$ cat src/sv/gmps_dir_ram.sv
// direction bit store, one write and one registered read port
module gmps_dir_ram #(
   parameter int DEPTH = 1024,
   parameter int AW    = 10
) (
   input  logic          clock,
   input  logic          wr_en,
   input  logic [AW-1:0] wr_addr,
   input  logic          wr_bit,
   input  logic [AW-1:0] rd_addr,
   output logic          rd_bit
);

   logic mem [DEPTH];
   logic rd_bit_ff;

   always_ff @(posedge clock) begin
      if (wr_en) begin
         mem[wr_addr] <= wr_bit;
      end
      rd_bit_ff <= mem[rd_addr];
   end

   assign rd_bit = rd_bit_ff;

endmodule

$ cat config.mk
export PLATFORM = sky130hd
export DESIGN_NAME = gmps_dir_ram
export DESIGN_NICKNAME = d
export VERILOG_FILES = /design/src/sv/gmps_dir_ram.sv
export SDC_FILE = /design/constraint.sdc
export NUM_CORES = 1
export LEC_CHECK = 0
export ABC_AREA = 1
export BUFFER_PORTS_ARGS = -buffer_cell sky130_fd_sc_hd__buf_2
export CAP_MARGIN = 25
export CORE_MARGIN = 3
export CORE_UTILIZATION = 55
export CTS_BUF_LIST = sky130_fd_sc_hd__clkbuf_2 sky130_fd_sc_hd__clkbuf_4 sky130_fd_sc_hd__clkbuf_8
export DETAILED_ROUTE_END_ITERATION = 10
export PLACE_DENSITY = 0.69
export SETUP_SLACK_MARGIN = 0.1
export SLEW_MARGIN = 20
export SYNTH_ARGS = -nofsm -noshare
export SYNTH_HDL_FRONTEND = slang
export SYNTH_SLANG_ARGS = --single-unit
$ cat constraint.sdc
create_clock -name clock -period 2.3 [get_ports clock]
set_clock_uncertainty 0.05 [all_clocks]
set_input_delay 0.46 -clock clock [delete_from_list [all_inputs] [get_ports clock]]
set_output_delay 0.46 -clock clock [all_outputs]
set_load 0.05 [all_outputs]
==> run_summary.xml, run 1 <==
<?xml version="1.0" encoding="UTF-8"?>
<metrics>
  <group name="run_status">
    <metric name="status" unit="">finished clean</metric>
  </group>
  <group name="sta">
    <metric name="grt_setup_unrepaired" unit="">false</metric>
    <metric name="setup_viol_count_final" unit="">0</metric>
    <metric name="max_clock_freq" unit="GHz">0.477</metric>
    <metric name="slew-limit-headroom" unit="%">56.8</metric>
    <metric name="fin_hold_ws" unit="ns">0.103</metric>
    <metric name="layout_worst_path_cycle_share" unit="%">91.1</metric>
    <metric name="transition_at_the_pin_with_the_smallest_max_transition_slack" unit="ns">0.646</metric>
    <metric name="finalMaxSlewViolations" unit="">0</metric>
    <metric name="min_period" unit="ns">2.10</metric>
    <metric name="finalHoldViolCount" unit="">0</metric>
    <metric name="tns" unit="ns">0</metric>
  </group>
  <group name="logic_synthesis">
    <metric name="mappedNetlistArea" unit="µm²">46400</metric>
    <metric name="post_synth_inst_count" unit="">4679</metric>
    <metric name="seq_total_area_yosys" unit="%">66.3</metric>
    <metric name="synth-edff-count" unit="">1024</metric>
    <metric name="synth_area_per_cell" unit="µm²">9.91</metric>
    <metric name="synth_cell_type_count" unit="">17</metric>
    <metric name="synth-main-ff-cell" unit="">sky130_fd_sc_hd__edfxtp_1</metric>
    <metric name="warnings_from_yosys" unit="">0</metric>
    <metric name="synth.ff_latch_count" unit="">1025</metric>
    <metric name="async_reset_ff_share" unit="%">0</metric>
    <metric name="syn_nets" unit="">4702</metric>
  </group>
  <group name="setup_path">
    <metric name="critical_path_cell_by_cell" unit="">buf_4</metric>
    <metric name="crit_path_end_kind" unit="">output port</metric>
    <metric name="critPathBufInv" unit="">1</metric>
    <metric name="cp.arrival" unit="ns">1.59</metric>
    <metric name="cp_max_fo" unit="">1</metric>
    <metric name="worstPathRequired" unit="ns">1.79</metric>
    <metric name="criticalPathCategory" unit="">reg2out</metric>
    <metric name="kind_of_cell_with_the_highest_combined_delay_on_the_critical_path" unit="">flip-flops</metric>
    <metric name="cpMaxStageDelayCell" unit="">sky130_fd_sc_hd__dfxtp_1</metric>
    <metric name="crit_path_max_incr_delay" unit="ns">0.51</metric>
    <metric name="worstSetupStartpointType" unit="">flip-flop</metric>
  </group>
  <group name="cts">
    <metric name="clk_pin_slew" unit="ns">0.06</metric>
    <metric name="cts_buffer_depth" unit="">3</metric>
    <metric name="post_cts_buffers" unit="">0</metric>
    <metric name="cts_made_buffers" unit="">168</metric>
    <metric name="cts-root-buf" unit="">sky130_fd_sc_hd__clkbuf_8</metric>
    <metric name="tritoncts" unit="">yes</metric>
    <metric name="cts_num_sinks" unit="">1025</metric>
    <metric name="ctsHtreeMaxLevel" unit="">4</metric>
    <metric name="insertion_delay" unit="ns">0.82</metric>
  </group>
  <group name="power">
    <metric name="leakagePower" unit="µW">0.0183</metric>
    <metric name="vdd_drop_max" unit="mV">0.656</metric>
    <metric name="pwr_density_cell" unit="nW/µm²">733</metric>
    <metric name="totalPowerFinal" unit="µW">39000</metric>
  </group>
  <group name="global_route">
    <metric name="grt_start_max_net_pins" unit="">109</metric>
    <metric name="number_of_global_route_vias_before_repair" unit="">34200</metric>
    <metric name="grt_first_pass_wirelength" unit="µm">209000</metric>
    <metric name="global_route.overflow_total" unit="">0</metric>
    <metric name="antenna_violations_before_repair" unit="">5</metric>
    <metric name="globalRouteTotalUtil" unit="%">32.2</metric>
  </group>
  <group name="floorplanning">
    <metric name="die_h" unit="µm">296</metric>
    <metric name="core.rowCount" unit="">105</metric>
    <metric name="total_die_area" unit="µm²">87900</metric>
    <metric name="ios" unit="">24</metric>
    <metric name="fp.coreArea" unit="µm²">82800</metric>
    <metric name="dieWidth" unit="µm">296</metric>
    <metric name="floorplan.initialDensity" unit="%">56.1</metric>
  </group>
  <group name="finish">
    <metric name="final_cell_mix" unit="">sky130_fd_sc_hd__nand2_1, sky130_fd_sc_hd__nor2_1, sky130_fd_sc_hd__edfxtp_1</metric>
    <metric name="layout.filler_cells" unit="">6641</metric>
    <metric name="area.growth.synth_to_final" unit="%">14.6</metric>
    <metric name="drive_gt1_share" unit="%">13.3</metric>
    <metric name="finalNetCount" unit="">4828</metric>
    <metric name="layout.cells.most_common" unit="">sky130_fd_sc_hd__nand2_1</metric>
  </group>
  <group name="route">
    <metric name="wl_met3" unit="µm">16300</metric>
    <metric name="wl" unit="µm">140000</metric>
    <metric name="wire_per_inst" unit="µm">23.3</metric>
    <metric name="drt_first_pass_iters" unit="">6</metric>
    <metric name="route.top_layer_used" unit="">met5</metric>
    <metric name="drt-vias-per-instance" unit="">5.98</metric>
    <metric name="drt_drc_violations_left" unit="">0</metric>
    <metric name="met2_length" unit="µm">65400</metric>
    <metric name="vias" unit="">36000</metric>
    <metric name="ant_nets" unit="">0</metric>
    <metric name="number_of_drc_markers_in_iteration_0" unit="">4854</metric>
    <metric name="routedLengthMet1" unit="µm">51800</metric>
  </group>
  <group name="flow_run">
    <metric name="max-cap-violations" unit="">0</metric>
  </group>
  <group name="placement">
    <metric name="detailedPlacementHpwl" unit="µm">80700</metric>
    <metric name="io_buffers" unit="">23</metric>
    <metric name="place.gp.congestion" unit="">0.881</metric>
  </group>
  <group name="hold_path">
    <metric name="min-delay-path-class" unit="">in2reg</metric>
  </group>
</metrics>
-- synthesized netlist by cell type (2+ instances only) --
| cell type | number | area, µm² |
|---|---|---|
| sky130_fd_sc_hd__nor3_2 | 2 | 20.0 |
| sky130_fd_sc_hd__nand3_1 | 1021 | 5110 |
| sky130_fd_sc_hd__clkbuf_1 | 196 | 736 |
| sky130_fd_sc_hd__nand4_1 | 7 | 43.8 |
| sky130_fd_sc_hd__nor3_1 | 22 | 110 |
| sky130_fd_sc_hd__nand2_1 | 1102 | 4140 |
| sky130_fd_sc_hd__buf_2 | 123 | 616 |
| sky130_fd_sc_hd__edfxtp_1 | 1024 | 30700 |
| sky130_fd_sc_hd__buf_1 | 35 | 131 |
| sky130_fd_sc_hd__nor2_1 | 1042 | 3910 |
| sky130_fd_sc_hd__buf_4 | 7 | 52.6 |
| sky130_fd_sc_hd__inv_2 | 3 | 11.3 |
| sky130_fd_sc_hd__buf_6 | 50 | 563 |
| sky130_fd_sc_hd__inv_1 | 42 | 158 |
-- worst paths after layout --
path              startpoint      to  slack, ns  cells after the start
hold / removal    rd_addr[7]  rd_bit       0.10                      5
hold reg to reg     mem[453]  rd_bit       1.02                     12
setup / recovery      rd_bit  rd_bit       0.20                      1
setup reg to reg    mem[815]  rd_bit       0.47                     12
-- through the flow --
| step | cells | cell area (µm²) | util (%) | setup slack, ns |
|---|---|---|---|---|
| after floorplan | 4679 | 46400 | - | 0.338 |
| after global placement | 5702 | 49900 | 60.3 | -0.236 |
| after detailed placement | 5702 | 49900 | 60.3 | -0.238 |
| after CTS | 6010 | 53200 | 64.2 | 0.131 |
| after global routing | 6013 | 53200 | 64.2 | 0.169 |
| final | 6017 | 53200 | 64.2 | 0.204 |
-- repair_timing --
item / 4_1_cts / 5_1_grt
hold endpoints to repair: 29 / 0
setup endpoints to repair: 1 / 0
gates resized for setup: 1 / 0
hold buffers: 3 / 0
-- per-layer routing --
metal,up-vias,GRT usage (%)
met5,-,0
met1,17300,43.1
met4,4,15.1
met3,396,6.18
met2,2140,51.4
li1,16100,-
-- where the power goes --
| part | switching, µW | internal (µW) |
|---|---|---|
| logic | 1950 | 961 |
| clock network | 7350 | 8130 |
| registers | 9.55 | 20600 |
| total | 9310 | 29700 |
-- flip-flops by register name, indices dropped and copies added, names as in the netlist --
name and cells:
mem 1024, rd_bit 1
-- cell families after synthesis --
logic type             after synthesis  synth area share, %
buffers and inverters              458                 4.94
flip-flops                        1025                 66.3
AND/OR/NAND/NOR                   3196                 28.7
-- area by class of cell --
cell class | count | area (µm²) | share of cell area, %
diodes | 7 | 17.5 | 0.0329
clock buffers | 230 | 2800 | 5.26
multi-input cells | 3196 | 13400 | 25.2
inverters | 46 | 203 | 0.381
well taps | 1070 | 1340 | 2.52
repair buffers | 368 | 4220 | 7.93
flip-flops and latches | 1025 | 30800 | 57.9
clock inverters | 75 | 432 | 0.812
Power figures use the tool's default switching activity.
==> inputs of run 2 (changes only) <==
==> constraint.sdc (replaced) <==
create_clock -name clock -period 2.3 [get_ports clock]
set_clock_uncertainty 0.05 [all_clocks]
set_input_delay 0.115 -clock clock [delete_from_list [all_inputs] [get_ports clock]]
set_output_delay 0.115 -clock clock [all_outputs]
set_load 0.05 [all_outputs]
==> run 2 against run 1 <==
Net effect: routed wire length increased by 0.85%; maximum frequency fell by 3.8%; critical path depth rose by 12; first-iteration DRC count increased by 11%.
==> run_summary.xml, run 2 (same netlist as run 1, synthesis figures left out) <==
<?xml version="1.0" encoding="UTF-8"?>
<metrics>
  <group name="finish">
    <metric name="finalNetCount" unit="">4732</metric>
    <metric name="area.growth.synth_to_final" unit="%">12.3</metric>
    <metric name="largest-register" unit="">mem</metric>
    <metric name="drive_gt1_share" unit="%">11.2</metric>
    <metric name="largest_reg_flops" unit="">1024</metric>
    <metric name="final_cell_mix" unit="">sky130_fd_sc_hd__nand2_1, sky130_fd_sc_hd__nor2_1, sky130_fd_sc_hd__edfxtp_1</metric>
    <metric name="layout.cells.most_common" unit="">sky130_fd_sc_hd__nand2_1</metric>
  </group>
  <group name="route">
    <metric name="wire_per_inst" unit="µm">23.9</metric>
    <metric name="drt-vias-per-instance" unit="">6.08</metric>
    <metric name="number_of_drc_markers_in_iteration_0" unit="">5392</metric>
    <metric name="drt_drc_violations_left" unit="">0</metric>
    <metric name="ant_nets" unit="">0</metric>
    <metric name="wl" unit="µm">141000</metric>
    <metric name="drt_first_pass_iters" unit="">6</metric>
    <metric name="vias" unit="">36000</metric>
  </group>
  <group name="sta">
    <metric name="finalHoldViolCount" unit="">0</metric>
    <metric name="fin_hold_ws" unit="ns">0.0991</metric>
    <metric name="layout_worst_path_cycle_share" unit="%">94.8</metric>
    <metric name="slew-limit-headroom" unit="%">49.6</metric>
    <metric name="max_clock_freq" unit="GHz">0.459</metric>
    <metric name="finalMaxSlewViolations" unit="">0</metric>
    <metric name="transition_at_the_pin_with_the_smallest_max_transition_slack" unit="ns">0.755</metric>
    <metric name="tns" unit="ns">0</metric>
    <metric name="min_period" unit="ns">2.18</metric>
    <metric name="grt_setup_unrepaired" unit="">true</metric>
    <metric name="setup_viol_count_final" unit="">0</metric>
  </group>
  <group name="setup_path">
    <metric name="kind_of_cell_with_the_highest_combined_delay_on_the_critical_path" unit="">simple AND/OR/NAND/NOR gates</metric>
    <metric name="criticalPathCategory" unit="">reg2reg</metric>
    <metric name="critical_path_cell_by_cell" unit="">nand2_1, nand3_1, nand3_1, nand3_1, nand3_1, nand3_1, nand3_1, nand2_1, nand2_1, dlygate4sd3_1, nand3_1, nand3_1, nand2_1</metric>
    <metric name="worstPathRequired" unit="ns">2.97</metric>
    <metric name="worstRegToRegCells" unit="">13</metric>
    <metric name="cp.arrival" unit="ns">2.84</metric>
    <metric name="cp_max_fo" unit="">1</metric>
    <metric name="crit_path_end_kind" unit="">flip-flop</metric>
    <metric name="crit_path_frequent_cell" unit="">sky130_fd_sc_hd__nand3_1</metric>
    <metric name="cpMaxStageDelayCell" unit="">sky130_fd_sc_hd__dlygate4sd3_1</metric>
    <metric name="critical_path_cell_count" unit="">13</metric>
    <metric name="critPathBufInv" unit="">1</metric>
    <metric name="crit_path_max_incr_delay" unit="ns">0.55</metric>
    <metric name="worstSetupStartpointType" unit="">flip-flop</metric>
  </group>
  <group name="floorplanning">
    <metric name="core.rowCount" unit="">105</metric>
    <metric name="ios" unit="">24</metric>
    <metric name="floorplan.initialDensity" unit="%">56.1</metric>
    <metric name="total_die_area" unit="µm²">87900</metric>
    <metric name="dieWidth" unit="µm">296</metric>
    <metric name="die_h" unit="µm">296</metric>
    <metric name="fp.coreArea" unit="µm²">82800</metric>
  </group>
  <group name="run_status">
    <metric name="status" unit="">finished clean</metric>
  </group>
  <group name="global_route">
    <metric name="grt_first_pass_wirelength" unit="µm">209000</metric>
    <metric name="globalRouteMet1Util" unit="%">43.5</metric>
    <metric name="grtUsageMet2" unit="%">51.4</metric>
    <metric name="antenna_violations_before_repair" unit="">5</metric>
    <metric name="number_of_global_route_vias_before_repair" unit="">33900</metric>
    <metric name="grt_start_max_net_pins" unit="">153</metric>
    <metric name="grt_use_met3" unit="%">6.73</metric>
    <metric name="globalRouteTotalUtil" unit="%">32.3</metric>
    <metric name="global_route.overflow_total" unit="">0</metric>
    <metric name="globalRoute.busiestLayer" unit="">met2</metric>
  </group>
  <group name="cts">
    <metric name="ctsHtreeMaxLevel" unit="">4</metric>
    <metric name="clk_pin_slew" unit="ns">0.06</metric>
    <metric name="cts_made_buffers" unit="">166</metric>
    <metric name="insertion_delay" unit="ns">0.85</metric>
    <metric name="cts_buffer_depth" unit="">3</metric>
    <metric name="cts-root-buf" unit="">sky130_fd_sc_hd__clkbuf_8</metric>
    <metric name="cts_num_sinks" unit="">1025</metric>
    <metric name="tritoncts" unit="">yes</metric>
  </group>
  <group name="flow_run">
    <metric name="max-cap-violations" unit="">0</metric>
  </group>
  <group name="placement">
    <metric name="detailedPlacementHpwl" unit="µm">76900</metric>
    <metric name="io_buffers" unit="">23</metric>
    <metric name="place.gp.congestion" unit="">0.871</metric>
  </group>
  <group name="power">
    <metric name="vdd_drop_max" unit="mV">0.606</metric>
    <metric name="leakagePower" unit="µW">0.0177</metric>
    <metric name="pwr_density_cell" unit="nW/µm²">743</metric>
  </group>
  <group name="hold_path">
    <metric name="timing.hold.worst_path_depth" unit="">4</metric>
    <metric name="min-delay-path-class" unit="">in2reg</metric>
  </group>
</metrics>
==> run 2: tightest hold or removal path: cells and delay by family <==
family        cells  cell delay [ns]
simple gates      2             0.16
buf+inv           2             0.66
==> run 2: path summary, 6_finish.rpt <==
kind	start	to	slack, ns
setup reg to reg	mem[411]	rd_bit	0.12
hold / removal	rd_addr[9]	rd_bit	0.1
hold reg to reg	mem[928]	rd_bit	1.13
setup / recovery	mem[411]	rd_bit	0.12
==> run 2: layer usage <==
layer	vias up	part of all wire, %
met2	2261	46
met3	435	12
li1	15900	-
met4	4	4.4
met1	17400	37
met5	-	0.023
==> run 2: metrics by stage <==
| stage | utilization [%] | total power (µW) | area [µm²] | setup WS (ns) | instances |
|---|---|---|---|---|---|
| 2_1_floorplan | - | 22400 | 46400 | 0.683 | 4679 |
| 3_3_place_gp | 58.8 | 23600 | 48600 | 0.0891 | 5588 |
| 3_5_place_dp | 58.8 | 23600 | 48600 | 0.0575 | 5588 |
| 4_1_cts | 62.9 | 38800 | 52100 | 0.138 | 5912 |
| 5_1_grt | 62.9 | 39900 | 52100 | 0.0187 | 5914 |
| 6_report | 62.9 | 38700 | 52100 | 0.120 | 5915 |
==> run 2: timing repair <==
item	in CTS	in global routing
buffers inserted	0	1
gates resized for setup	0	3
hold buffers	22	0
hold endpoints to repair	510	0
setup endpoints to repair	0	27
==> run 2: area by class of cell <==
| cell class | count | area (µm²) |
|---|---|---|
| Antenna cell | 2 | 5.00 |
| Clock buffer | 236 | 2880 |
| Clock inverter | 66 | 324 |
| Fill cell | 6729 | 30700 |
| Inverter | 46 | 203 |
| Multi-Input combinational cell | 3196 | 13400 |
| Sequential cell | 1025 | 30800 |
| Tap cell | 1070 | 1340 |
| Timing Repair Buffer | 274 | 3160 |
==> run 2: where the power goes <==
| group | internal, µW | total, µW | switching [µW] |
|---|---|---|---|
| sequential | 20600 | 20600 | 6.65 |
| combinational | 811 | 2760 | 1950 |
| clock | 8150 | 15400 | 7250 |
